File: config.mk
export PLATFORM = sky130hd
export DESIGN_NAME = lgps_div
export DESIGN_NICKNAME = d
export VERILOG_FILES = /design/src/lgps_pkg.sv /design/src/lgps_div.sv
export SDC_FILE = /design/constraint.sdc
export NUM_CORES = 1
export LEC_CHECK = 0
export ABC_AREA = 1
export BUFFER_PORTS_ARGS = -buffer_cell sky130_fd_sc_hd__buf_2
export CAP_MARGIN = 10
export CELL_PAD_IN_SITES_DETAIL_PLACEMENT = 0
export CELL_PAD_IN_SITES_GLOBAL_PLACEMENT = 1
export CORE_UTILIZATION = 44
export CTS_CLUSTER_SIZE = 25
export DETAILED_ROUTE_END_ITERATION = 7
export MAX_ROUTING_LAYER = met4
export PLACE_DENSITY = 0.95
export REMOVE_ABC_BUFFERS = 1
export SLEW_MARGIN = 30
export SYNTH_ARGS = -nofsm -noshare
export SYNTH_HDL_FRONTEND = slang
export SYNTH_SLANG_ARGS = --single-unit
File: constraint.sdc
create_clock -name clk -period 10.3 [get_ports clk]
set_input_delay 1.545 -clock clk [delete_from_list [all_inputs] [get_ports clk]]
set_output_delay 1.545 -clock clk [all_outputs]
set_load 0.02 [all_outputs]
File: src/lgps_pkg.sv
// ----------------------------------------------------------------------------
// Lookahead goal search package
// Shared types and constants for the goal point search block.
// ----------------------------------------------------------------------------
package lgps_pkg;

  localparam int DefMaxSegments = 1024;
  localparam int DefCoordBits   = 24;
  localparam int RadiusBits     = 23;
  localparam int IndexBits      = 10;
  localparam int FoundBits      = 11;
  localparam int CoordW         = 24;
  // internal working widths
  localparam int RelW  = 26;   // relative coordinate
  localparam int DrW   = 54;   // dr squared
  localparam int DdW   = 53;   // cross product magnitude
  localparam int WideW = 128;  // discriminant and numerators
  localparam int SqW   = 64;   // square root
  localparam int QW    = 64;   // quotient
  localparam int PosW  = 44;   // root coordinate range after clamp

  typedef enum logic [4:0] {
    ST_IDLE,
    ST_PREP,
    ST_DR2,
    ST_DD,
    ST_DISC,
    ST_SQRT,
    ST_NUM,
    ST_DIV_LOAD,
    ST_DIV,
    ST_DIV_STORE,
    ST_CHECK,
    ST_DIST,
    ST_DECIDE,
    ST_OUT
  } lgps_state_t;

  // multiply unit request
  typedef struct packed {
    logic [63:0] a;
    logic [63:0] b;
  } lgps_mul_req_t;

endpackage

File: src/lgps_div.sv
// ----------------------------------------------------------------------------
// Restoring divider
// One quotient bit per cycle over a 128-bit dividend. Saturates the
// quotient at 2^40, as the goal range needs no more.
// ----------------------------------------------------------------------------
module lgps_div
  import lgps_pkg::*;
(
  input  logic             clk,
  input  logic             rst,
  input  logic             start,
  input  logic [127:0]     dividend,
  input  logic [DrW-1:0]   divisor,
  output logic             done,
  output logic [QW-1:0]    quot
);

  logic [127:0]  num;
  logic [DrW:0]  rem;
  logic [QW-1:0] q;
  logic          big;
  logic [7:0]    cnt;
  logic          busy;
  logic [DrW:0]  trial;

  assign trial = {rem[DrW-1:0], num[127]};

  always_ff @(posedge clk) begin
    if (rst) begin
      busy <= 1'b0;
      done <= 1'b0;
    end else begin
      done <= 1'b0;
      if (start) begin
        busy <= 1'b1;
        cnt  <= 8'd0;
      end else if (busy) begin
        cnt <= cnt + 8'd1;
        if (cnt == 8'd127) begin
          busy <= 1'b0;
          done <= 1'b1;
        end
      end
    end
  end

  always_ff @(posedge clk) begin
    if (start) begin
      num <= dividend;
      rem <= '0;
      q   <= '0;
      big <= 1'b0;
    end else if (busy) begin
      num <= {num[126:0], 1'b0};
      if (q[QW-1]) big <= 1'b1;
      if (trial >= {1'b0, divisor}) begin
        rem <= trial - {1'b0, divisor};
        q   <= {q[QW-2:0], 1'b1};
      end else begin
        rem <= trial;
        q   <= {q[QW-2:0], 1'b0};
      end
    end
  end

  always_comb begin
    if (big || q > (64'd1 << 40)) quot = 64'd1 << 40;
    else quot = q;
  end

endmodule

==> flow_summary.json, run 1 <==
{
  "port_buffers": 226,
  "floorplan.die_area_um2": 37100,
  "groute.usage.overall_pct": 25.0,
  "share_comb_of_total_power_pct": 9.2,
  "cts.sinks": 257,
  "critical_path.slowest_cell": "sky130_fd_sc_hd__nand2_2",
  "grt_setup_unrepaired": "false",
  "ctsResizeCount": 0,
  "route.antenna.remaining_nets": 0,
  "cts_post_setup_buffers_inserted": 0,
  "gpl.final_weighted_congestion": 0.976,
  "min_delay_path_depth": 2,
  "layout-drive-gt1-share_pct": 11.9,
  "placementRows": 69,
  "cp_cell_sequence": "nor4_1 -> nand3_1 -> nor4_1 -> nand2_2 -> nor2_1 -> buf_2",
  "grt-ovfl-total": 0,
  "core-area_um2": 35700,
  "tritoncts": "yes",
  "synth.cell_area_um2": 16000,
  "synthMostInstantiatedCell": "sky130_fd_sc_hd__nand2_1",
  "critical_path.startpoint_type": "flop",
  "clkLatencyLatePin_ns": 0.59,
  "synth_enable_flop_cells": 136,
  "number_of_cell_instances_on_the_worst_register_to_register_path": 16,
  "io_pins": 250,
  "timing.slew.headroom_pct": 36.2,
  "placement.setup.worst_slack_ns": 5.43,
  "timing.setup.tns_ns": 0,
  "route.vias.total": 15000,
  "count_of_routing_violations_after_the_opening_detailed_route_iteration": 1055,
  "grt_antenna_before_repair": 7,
  "firstDrtPassIters": 7,
  "number_of_global_route_vias_before_repair": 14200,
  "minimum_clock_period_ns": 4.43,
  "maxSlewViolCount": 0,
  "start_util_pct": 44.9,
  "critical_path.max_stage_delay_ns": 0.55,
  "post_synth_main_area_contributors": "sky130_fd_sc_hd__edfxtp_1 (26%), sky130_fd_sc_hd__nand2_1 (25%), sky130_fd_sc_hd__dfxtp_1 (15%), sky130_fd_sc_hd__inv_1 (9.6%), sky130_fd_sc_hd__ha_1 (4.3%)",
  "clock_path_buffers": 3,
  "worst_path_max_fanout": 40,
  "detailed_route_wire_length_per_cell_um": 14.7,
  "synth_cell_type_count": 39,
  "post_synth.cell_area_avg_um2": 6.65,
  "endpoint_kind_of_the_worst_setup_timing_path": "output port",
  "setup_ws_ns": 5.87,
  "timing.hold.worst.class": "flop to flop",
  "ys_seq_elements": 257,
  "finalNetCount": 2834,
  "outcome": "finished with violations",
  "timing.final.crit_share_pct": 43.0,
  "post_detail_place_hpwl_mm": 33.8,
  "cts_hold_buf": 0,
  "drv.max_cap_violation_count": 0,
  "cp_data_required_time_ns": 8.76,
  "final.setup_skew_ns": 0.0229,
  "power-per-cell-area_nw_per_um2": 131,
  "worstSetupPathDepth": 6,
  "synth_async_sr_flop_share_pct": 0,
  "clkSlewWorstSetupHoldPaths_ns": 0.06,
  "power.static_leakage_nw": 9.81,
  "remaining_drc_errors": 18,
  "buffer_and_inverter_count_on_the_worst_path": 1,
  "ys_seq_area_share_pct": 40.7,
  "switchingPower_mw": 0.609,
  "synth_commonest_cells": "sky130_fd_sc_hd__nand2_1 (1069), sky130_fd_sc_hd__inv_1 (408), sky130_fd_sc_hd__nor2_1 (149)",
  "peakVddDrop_uv": 157,
  "crit_arrival_ns": 2.89,
  "areaGrowthSynthToFinish_pct": 14.6,
  "synth_top_cell_area_share_pct": 25.5,
  "final.hold.worst_slack_ns": 0.472,
  "tightestPinTransition_ns": 0.958,
  "synthFlopType": "sky130_fd_sc_hd__edfxtp_1",
  "finalSetupViolCount": 0,
  "routed_wirelength_mm": 45.2,
  "critPathMostFrequentCell": "sky130_fd_sc_hd__nor4_1",
  "failed_checks": "design-rule violations",
  "vias_per_cell": 4.88,
  "cts.htree.levels": 1,
  "p_sw_share_pct": 25.4,
  "tritoncts.num_buffers": 30,
  "p_seq_share_pct": 48.5,
  "worst_path_dominant_cell_family": "simple AND/OR/NAND/NOR gates",
  "cellInternalPower_mw": 1.79,
  "syn-instance-count": 2403,
  "cts.root.buffer_cell": "sky130_fd_sc_hd__clkbuf_16",
  "ys_warn_count": 0,
  "timing_limited_maximum_frequency_mhz": 226,
  "die_height_um": 193,
  "clockPowerShare_pct": 42.2,
  "first_pass_grt_wire_length_mm": 71.4,
  "die_x_um": 193,
  "timing_hold_violations_final": 0,
  "grt_max_degree": 122,
  "yosys.area.top_type": "sky130_fd_sc_hd__edfxtp_1",
  "criticalPathCategory": "flop to output port"
}
-- area by class of cell --
type / instances / area (um^2)
tap: 461 / 577
fill: 3630 / 17300
multi-input combinational: 1652 / 7530
antenna: 7 / 17.5
timing repair buffer: 235 / 1200
inverter: 417 / 1570
clock buffer: 41 / 792
clock inverter: 15 / 143
sequential: 257 / 6510
-- flip-flops by register name, summed over array words and instances, names as in the netlist --
name	flops
big	1
busy	1
cnt	8
done	1
num	128
q	64
rem	54
-- power groups by stage --
stage          registers [mW]  clock network, mW  logic [mW]
5_1_grt                  1.17               1.07       0.253
4_1_cts                  1.17               1.04       0.223
3_3_place_gp             1.18                  0       0.219
6_report                 1.16               1.01       0.222
3_5_place_dp             1.19                  0       0.222
2_1_floorplan            1.18                  0       0.137
-- worst min-delay path, stage by stage (launching register included) --
cell                      delay, ns
sky130_fd_sc_hd__dfxtp_1       0.32
sky130_fd_sc_hd__nand2_1       0.06
sky130_fd_sc_hd__nand2_1       0.05
-- cells by family (layout without fill, tap and decap cells) --
family / Yosys count / count (layout) / synth area share [%]
AND/OR/NAND/NOR: 1435 / 1435 / 36.5
buffers and inverters: 516 / 708 / 12.9
flip-flops: 257 / 257 / 40.7
AO/OA/AOI/OAI: 114 / 114 / 4.16
adder cells (fa/ha/maj): 56 / 56 / 4.43
XOR/XNOR: 24 / 24 / 1.31
other: 1 / 30 / 0.0234
-- layout by cell type, fill, tap and decap left out, types with 2 or more instances in the layout --
| master | n |
|---|---|
| sky130_fd_sc_hd__a21oi_1 | 35 |
| sky130_fd_sc_hd__and2_1 | 4 |
| sky130_fd_sc_hd__buf_2 | 225 |
| sky130_fd_sc_hd__buf_4 | 10 |
| sky130_fd_sc_hd__clkbuf_1 | 11 |
| sky130_fd_sc_hd__clkbuf_16 | 30 |
| sky130_fd_sc_hd__clkinv_1 | 2 |
| sky130_fd_sc_hd__clkinv_2 | 5 |
| sky130_fd_sc_hd__clkinvlp_4 | 5 |
| sky130_fd_sc_hd__conb_1 | 23 |
| sky130_fd_sc_hd__dfxtp_1 | 121 |
| sky130_fd_sc_hd__diode_2 | 7 |
| sky130_fd_sc_hd__edfxtp_1 | 136 |
| sky130_fd_sc_hd__ha_1 | 55 |
| sky130_fd_sc_hd__inv_1 | 406 |
| sky130_fd_sc_hd__inv_2 | 9 |
| sky130_fd_sc_hd__inv_6 | 2 |
| sky130_fd_sc_hd__nand2_1 | 1067 |
| sky130_fd_sc_hd__nand2_2 | 6 |
| sky130_fd_sc_hd__nand3_1 | 104 |
| sky130_fd_sc_hd__nand3b_1 | 7 |
| sky130_fd_sc_hd__nand4_1 | 62 |
| sky130_fd_sc_hd__nor2_1 | 148 |
| sky130_fd_sc_hd__nor2_2 | 7 |
| sky130_fd_sc_hd__nor2_4 | 4 |
| sky130_fd_sc_hd__nor3_1 | 13 |
| sky130_fd_sc_hd__nor4_1 | 6 |
| sky130_fd_sc_hd__o21ai_0 | 9 |
| sky130_fd_sc_hd__o21bai_1 | 3 |
| sky130_fd_sc_hd__o22ai_1 | 64 |
| sky130_fd_sc_hd__xnor2_1 | 21 |
| sky130_fd_sc_hd__xor2_1 | 3 |
-- stage by stage --
stage | cells | utilization (%) | cell area [um^2] | power, mW
after CTS | 3078 | 51.4 | 18300 | 2.42
after floorplan | 2326 | - | 15600 | 1.32
after detailed placement | 3022 | 48.7 | 17400 | 1.41
after global placement | 3022 | 48.7 | 17400 | 1.40
after global routing | 3085 | 51.4 | 18300 | 2.50
final | 3085 | 51.4 | 18300 | 2.40
-- per-layer routing --
| layer | wire length (um) | part of all wire (%) | vias up | global-route usage [%] |
|---|---|---|---|---|
| met2 | 20300 | 45 | 415 | 38.9 |
| met4 | 1410 | 3.1 | 0 | 8.00 |
| met1 | 20800 | 46 | 6785 | 33.1 |
| li1 | - | - | 7767 | - |
| met3 | 2630 | 5.8 | 73 | 4.00 |
| met5 | 0 | 0 | - | - |
-- final timing paths --
kind / from / to / slack [ns]
setup reg to reg: rem[1] / rem[41] / 6.74
hold reg to reg: rem[9] / rem[9] / 0.47
hold / removal: rem[9] / rem[9] / 0.47
setup / recovery: q[61] / quot[28] / 5.87
No activity file was read; power rests on OpenSTA's default activity.
==> inputs of run 2 (changes only) <==
--- a/config.mk
+++ b/config.mk
@@ -10,11 +10,11 @@
 export CAP_MARGIN = 10
 export CELL_PAD_IN_SITES_DETAIL_PLACEMENT = 0
 export CELL_PAD_IN_SITES_GLOBAL_PLACEMENT = 1
-export CORE_UTILIZATION = 44
+export CORE_UTILIZATION = 41
 export CTS_CLUSTER_SIZE = 25
 export DETAILED_ROUTE_END_ITERATION = 7
 export MAX_ROUTING_LAYER = met4
-export PLACE_DENSITY = 0.95
+export PLACE_DENSITY = 0.91
 export REMOVE_ABC_BUFFERS = 1
 export SLEW_MARGIN = 30
 export SYNTH_ARGS = -nofsm -noshare
==> constraint.sdc (replaced) <==
create_clock -name clk -period 4.2 [get_ports clk]
set_input_delay 0.63 -clock clk [delete_from_list [all_inputs] [get_ports clk]]
set_output_delay 0.63 -clock clk [all_outputs]
set_load 0.02 [all_outputs]
==> flow_summary.json, run 2 (synthesized netlist as in run 1, its figures left out) <==
{
  "reg.largest.list": "num (128), q (64), rem (54)",
  "critical_path.max_stage_delay_ns": 0.38,
  "power.static_leakage_nw": 9.85,
  "cts_hold_buf": 0,
  "outcome": "finished with violations",
  "setup.worst_path.start": "q[0]",
  "cp_cell_sequence": "inv_1 -> nand3_1 -> nor4_1 -> nand3_1 -> nand2_1 -> nand2_2 -> nor2_1 -> buf_2",
  "port_buffers": 226,
  "io_pins": 250,
  "most-common-layout-cells": "sky130_fd_sc_hd__nand2_1 (1067), sky130_fd_sc_hd__inv_1 (406), sky130_fd_sc_hd__buf_2 (225)",
  "timing.slew.headroom_pct": 44.8,
  "critical_path.slowest_cell": "sky130_fd_sc_hd__nand2_2",
  "areaGrowthSynthToFinish_pct": 15.5,
  "tritoncts": "yes",
  "criticalPathCategory": "flop to output port",
  "setup_ws_ns": 0.881,
  "floorplan.die_area_um2": 39800,
  "post_route_design_area_um2": 18500,
  "failed_checks": "design-rule violations",
  "clkSlewWorstSetupHoldPaths_ns": 0.06,
  "timing_hold_violations_final": 0,
  "worst_path_dominant_cell_family": "simple AND/OR/NAND/NOR gates",
  "placed_area_um2": 17500,
  "die_height_um": 199,
  "register_with_the_most_flip_flops": "num",
  "dr_wl_met3_mm": 2.88,
  "design_power_total_mw": 5.96,
  "endpoint_kind_of_the_worst_setup_timing_path": "output port",
  "worst_r2r_endpoint": "rem[1]",
  "cp_data_required_time_ns": 3.57,
  "wirelength_met1_mm": 20.9,
  "clkLatencyLatePin_ns": 0.60,
  "die_x_um": 199,
  "first_pass_grt_wire_length_mm": 72.7,
  "grt_max_degree": 90,
  "met2RoutedLength_mm": 20.7,
  "crit_arrival_ns": 2.69,
  "placementRows": 71,
  "timing.setup.tns_ns": 0,
  "routed_wirelength_mm": 45.8,
  "power-per-cell-area_nw_per_um2": 323,
  "max_reg_flops": 128,
  "final.hold.worst_slack_ns": 0.254,
  "layout.cells.most_common": "sky130_fd_sc_hd__nand2_1",
  "count_of_routing_violations_after_the_opening_detailed_route_iteration": 994,
  "clock_path_buffers": 3,
  "placement.setup.worst_slack_ns": 1.09,
  "maxSlewViolCount": 0,
  "tightestPinTransition_ns": 0.828,
  "layout-drive-gt1-share_pct": 12.1,
  "detailed_route_wire_length_per_cell_um": 14.6,
  "tritoncts.num_buffers": 29,
  "reg2reg_slack_ns": 1.48,
  "timing.hold.worst.class": "primary input to flop",
  "grt_setup_unrepaired": "false",
  "number_of_cell_instances_on_the_worst_register_to_register_path": 11,
  "route.antenna.remaining_nets": 0,
  "timing_limited_maximum_frequency_mhz": 301,
  "ctsResizeCount": 0,
  "fillerInstances": 3998,
  "vias_per_cell": 4.76,
  "cts.sinks": 257,
  "worstSetupPathDepth": 8,
  "groute.usage.overall_pct": 23.8,
  "critPathCapture": "quot[8]",
  "remaining_drc_errors": 1,
  "route.vias.total": 15000,
  "critPathMostFrequentCell": "sky130_fd_sc_hd__nand3_1",
  "r2r_start": "rem[45]",
  "post_detail_place_hpwl_mm": 34.8,
  "peakVddDrop_uv": 382,
  "firstDrtPassIters": 8,
  "start_util_pct": 42.1,
  "finalNetCount": 2837,
  "drv.max_cap_violation_count": 0,
  "instances_no_fill": 3142,
  "placed_cells": 3076,
  "grt_antenna_before_repair": 13,
  "finish.utilization_pct": 48.6,
  "finalSetupViolCount": 0,
  "critical_path.startpoint_type": "flop",
  "core-area_um2": 38000,
  "grt-ovfl-total": 0,
  "buffer_and_inverter_count_on_the_worst_path": 2,
  "minimum_clock_period_ns": 3.32,
  "highest_signal_layer": "met4",
  "cts.root.buffer_cell": "sky130_fd_sc_hd__clkbuf_16",
  "timing.final.crit_share_pct": 79.0,
  "final.setup_skew_ns": 0.0346,
  "cts.htree.levels": 1,
  "cts_post_setup_buffers_inserted": 0,
  "gpl.final_weighted_congestion": 0.947,
  "worst_path_max_fanout": 40,
  "number_of_global_route_vias_before_repair": 14300
}
==> run 2: cell types whose count changed in the layout (fill, tap and decap cells not counted), moves of 2 or more <==
cell | previous run | this run
sky130_fd_sc_hd__bufinv_16 | 1 | 3
sky130_fd_sc_hd__clkinv_2 | 5 | 2
sky130_fd_sc_hd__clkbuf_1 | 11 | 7
sky130_fd_sc_hd__clkbuf_2 | 0 | 4
sky130_fd_sc_hd__buf_4 | 10 | 13
sky130_fd_sc_hd__diode_2 | 7 | 13
==> run 2: worst min path at each step <==
| stage | startpoint | end | slack (ns) | cells after the start |
|---|---|---|---|---|
| after floorplan | big | big | 0.45 | 2 |
| after global placement | rem[17] | rem[17] | 0.46 | 2 |
| final | rst | done | 0.25 | 2 |
| after detailed placement | rem[6] | rem[6] | 0.46 | 2 |
| after CTS | rst | done | 0.22 | 2 |
| after global routing | rst | done | 0.23 | 2 |
==> run 2: report_power, final <==
group	switching (mW)	internal, mW	total (mW)	leakage [nW]
combinational	0.357	0.187	0.545	7.03
clock	1.07	1.49	2.56	0.453
sequential	0.0408	2.81	2.86	2.37
total	1.47	4.50	5.96	9.85
==> run 2: layer usage <==
layer	global-route usage [%]	up-vias
met3	4.68	70
met4	6.39	0
met5	-	-
met2	37.3	372
li1	-	7785
met1	31.2	6739
==> run 2: cell type report <==
class	count	area, um^2	area share (%)
clock buffer	41	786	4.26
antenna	13	32.5	0.176
timing repair buffer	239	1240	6.73
multi-input combinational	1652	7530	40.8
sequential	257	6510	35.2
tap	511	639	3.46
inverter	417	1570	8.51
clock inverter	12	161	0.874
==> inputs of run 3 (changes only) <==
--- a/config.mk
+++ b/config.mk
@@ -10,11 +10,11 @@
 export CAP_MARGIN = 10
 export CELL_PAD_IN_SITES_DETAIL_PLACEMENT = 0
 export CELL_PAD_IN_SITES_GLOBAL_PLACEMENT = 1
-export CORE_UTILIZATION = 41
+export CORE_UTILIZATION = 37
 export CTS_CLUSTER_SIZE = 25
 export DETAILED_ROUTE_END_ITERATION = 7
 export MAX_ROUTING_LAYER = met4
-export PLACE_DENSITY = 0.91
+export PLACE_DENSITY = 0.87
 export REMOVE_ABC_BUFFERS = 1
 export SLEW_MARGIN = 30
 export SYNTH_ARGS = -nofsm -noshare
==> constraint.sdc (replaced) <==
create_clock -name clk -period 2.8 [get_ports clk]
set_input_delay 0.42 -clock clk [delete_from_list [all_inputs] [get_ports clk]]
set_output_delay 0.42 -clock clk [all_outputs]
set_load 0.02 [all_outputs]
==> flow_summary.json, run 3 (synthesized netlist as in run 1, its figures left out) <==
{
  "outcome": "finished clean",
  "maxSlewViolCount": 0,
  "timing.setup.tns_ns": 0,
  "remaining_drc_errors": 0,
  "cp_cell_sequence": "nor4_2 -> nand4_1 -> nor4_4 -> nand2_4 -> clkbuf_16 -> nor2_1 -> buf_4",
  "grt_antenna_before_repair": 11,
  "grt_setup_unrepaired": "true",
  "timing.final.crit_share_pct": 96.8,
  "finish.utilization_pct": 45.4,
  "clockPowerShare_pct": 44.9,
  "firstDrtPassIters": 5,
  "share_comb_of_total_power_pct": 9.1,
  "layout.cells.most_common": "sky130_fd_sc_hd__nand2_1",
  "placed_area_um2": 17800,
  "reg.largest.list": "num (128), q (64), rem (54)",
  "groute.usage.overall_pct": 22.4,
  "critical_path.slowest_cell": "sky130_fd_sc_hd__dfxtp_1",
  "cellInternalPower_mw": 7.06,
  "detailed_route_wire_length_per_cell_um": 15.0,
  "first_pass_grt_wire_length_mm": 76.2,
  "drv.max_cap_violation_count": 0,
  "die_x_um": 210,
  "cp_data_required_time_ns": 2.38,
  "cts.htree.levels": 1,
  "cts.root.buffer_cell": "sky130_fd_sc_hd__clkbuf_16",
  "areaGrowthSynthToFinish_pct": 20.1,
  "register_with_the_most_flip_flops": "num",
  "power-per-cell-area_nw_per_um2": 485,
  "max_reg_flops": 128,
  "die_height_um": 210,
  "p_seq_share_pct": 46.0,
  "placement.setup.worst_slack_ns": 0.0417,
  "timing_hold_violations_final": 0,
  "power.static_leakage_nw": 10.1,
  "cts_post_setup_buffers_inserted": 0,
  "route.antenna.remaining_nets": 0,
  "crit_arrival_ns": 2.29,
  "tritoncts": "yes",
  "finalSetupViolCount": 0,
  "critical_path.max_stage_delay_ns": 0.32,
  "route.vias.total": 15200,
  "tightestPinTransition_ns": 0.696,
  "setup.worst_path.start": "q[49]",
  "cts_hold_buf": 0,
  "endpoint_kind_of_the_worst_setup_timing_path": "output port",
  "worstHoldStart": "rst",
  "post_detail_place_hpwl_mm": 36.9,
  "final.hold.worst_slack_ns": 0.0324,
  "io_pins": 250,
  "placementRows": 75,
  "post_route_design_area_um2": 19200,
  "gpl.final_weighted_congestion": 0.969,
  "final.setup_skew_ns": 0.0178,
  "floorplan.die_area_um2": 44100,
  "criticalPathCategory": "flop to output port",
  "tritoncts.num_buffers": 30,
  "setup_ws_ns": 0.0900,
  "instances_no_fill": 3241,
  "layout-drive-gt1-share_pct": 14.5,
  "core-area_um2": 42300,
  "design_power_total_mw": 9.31,
  "finalNetCount": 2870,
  "number_of_global_route_vias_before_repair": 14600,
  "timing_limited_maximum_frequency_mhz": 369,
  "clock_path_buffers": 3,
  "placed_cells": 3170,
  "most-common-layout-cells": "sky130_fd_sc_hd__nand2_1 (1066), sky130_fd_sc_hd__inv_1 (398), sky130_fd_sc_hd__buf_2 (200)",
  "clkLatencyLatePin_ns": 0.57,
  "start_util_pct": 37.8,
  "r2r_start": "num[127]",
  "timing.hold.worst.class": "primary input to flop",
  "cts.sinks": 257,
  "grt-ovfl-total": 0,
  "vias_per_cell": 4.68,
  "grt_max_degree": 130,
  "port_buffers": 226,
  "worst_path_max_fanout": 10,
  "p_sw_share_pct": 24.1,
  "timing.slew.headroom_pct": 53.5,
  "routed_wirelength_mm": 48.7,
  "switchingPower_mw": 2.25,
  "clkSlewWorstSetupHoldPaths_ns": 0.06,
  "count_of_routing_violations_after_the_opening_detailed_route_iteration": 1080,
  "critical_path.startpoint_type": "flop",
  "minimum_clock_period_ns": 2.71,
  "peakVddDrop_uv": 554
}
[run 3: cell count changes in the layout (fill, tap and decap cells not counted), moves of 3 or more]
cell,before,now
sky130_fd_sc_hd__inv_1,406,398
sky130_fd_sc_hd__clkbuf_16,29,35
sky130_fd_sc_hd__buf_6,0,5
sky130_fd_sc_hd__nor2_1,148,132
sky130_fd_sc_hd__nor2_2,7,22
sky130_fd_sc_hd__clkbuf_2,4,0
sky130_fd_sc_hd__buf_12,1,7
sky130_fd_sc_hd__buf_2,225,200
sky130_fd_sc_hd__buf_4,13,57
sky130_fd_sc_hd__inv_2,9,17
sky130_fd_sc_hd__clkbuf_8,1,5
sky130_fd_sc_hd__clkbuf_1,7,2
sky130_fd_sc_hd__nor4_1,6,3
[run 3: worst paths after layout]
| kind | endpoint | slack, ns | cells after the start |
|---|---|---|---|
| worst max-delay path | quot[15] | 0.09 | 7 |
| worst min-delay path | done | 0.03 | 2 |
| worst max register to register | rem[48] | 0.23 | 16 |
| worst min register to register | rem[39] | 0.47 | 2 |
[run 3: worst max-delay path: cells and delay by family, from the launching register on]
| family | cells | cell delay (ns) |
|---|---|---|
| buf+inv | 2 | 0.36 |
| flops | 1 | 0.32 |
| simple gates | 5 | 1.04 |
[run 3: power groups by stage]
stage	clock, mW	sequential [mW]	combinational, mW
finish	4.18	4.28	0.844
global route	4.41	4.30	0.958
global placement	0	4.35	0.837
CTS	4.27	4.28	0.852
floorplan	0	4.35	0.504
detailed placement	0	4.36	0.847
[run 3: cell type report]
class                      instances  area [um^2]
tap                              577          722
timing repair buffer             271         1680
clock buffer                      40          902
antenna                           11         27.5
sequential                       257         6510
multi-input combinational       1652         7610
fill                            4482        23100
clock inverter                    16          180
inverter                         417         1570
[run 3: repair_timing]
action | CTS | global route
endpoints found under the setup margin | 40 | 40
cloned | 0 | 4
pin swaps | 2 | 7
resized for setup | 7 | 57
[run 3: routing by layer]
metal	share of wire, %	global-route usage [%]
met5	0	-
met4	2.2	5.36
met3	5.9	3.34
met2	46	36.2
met1	46	29.4
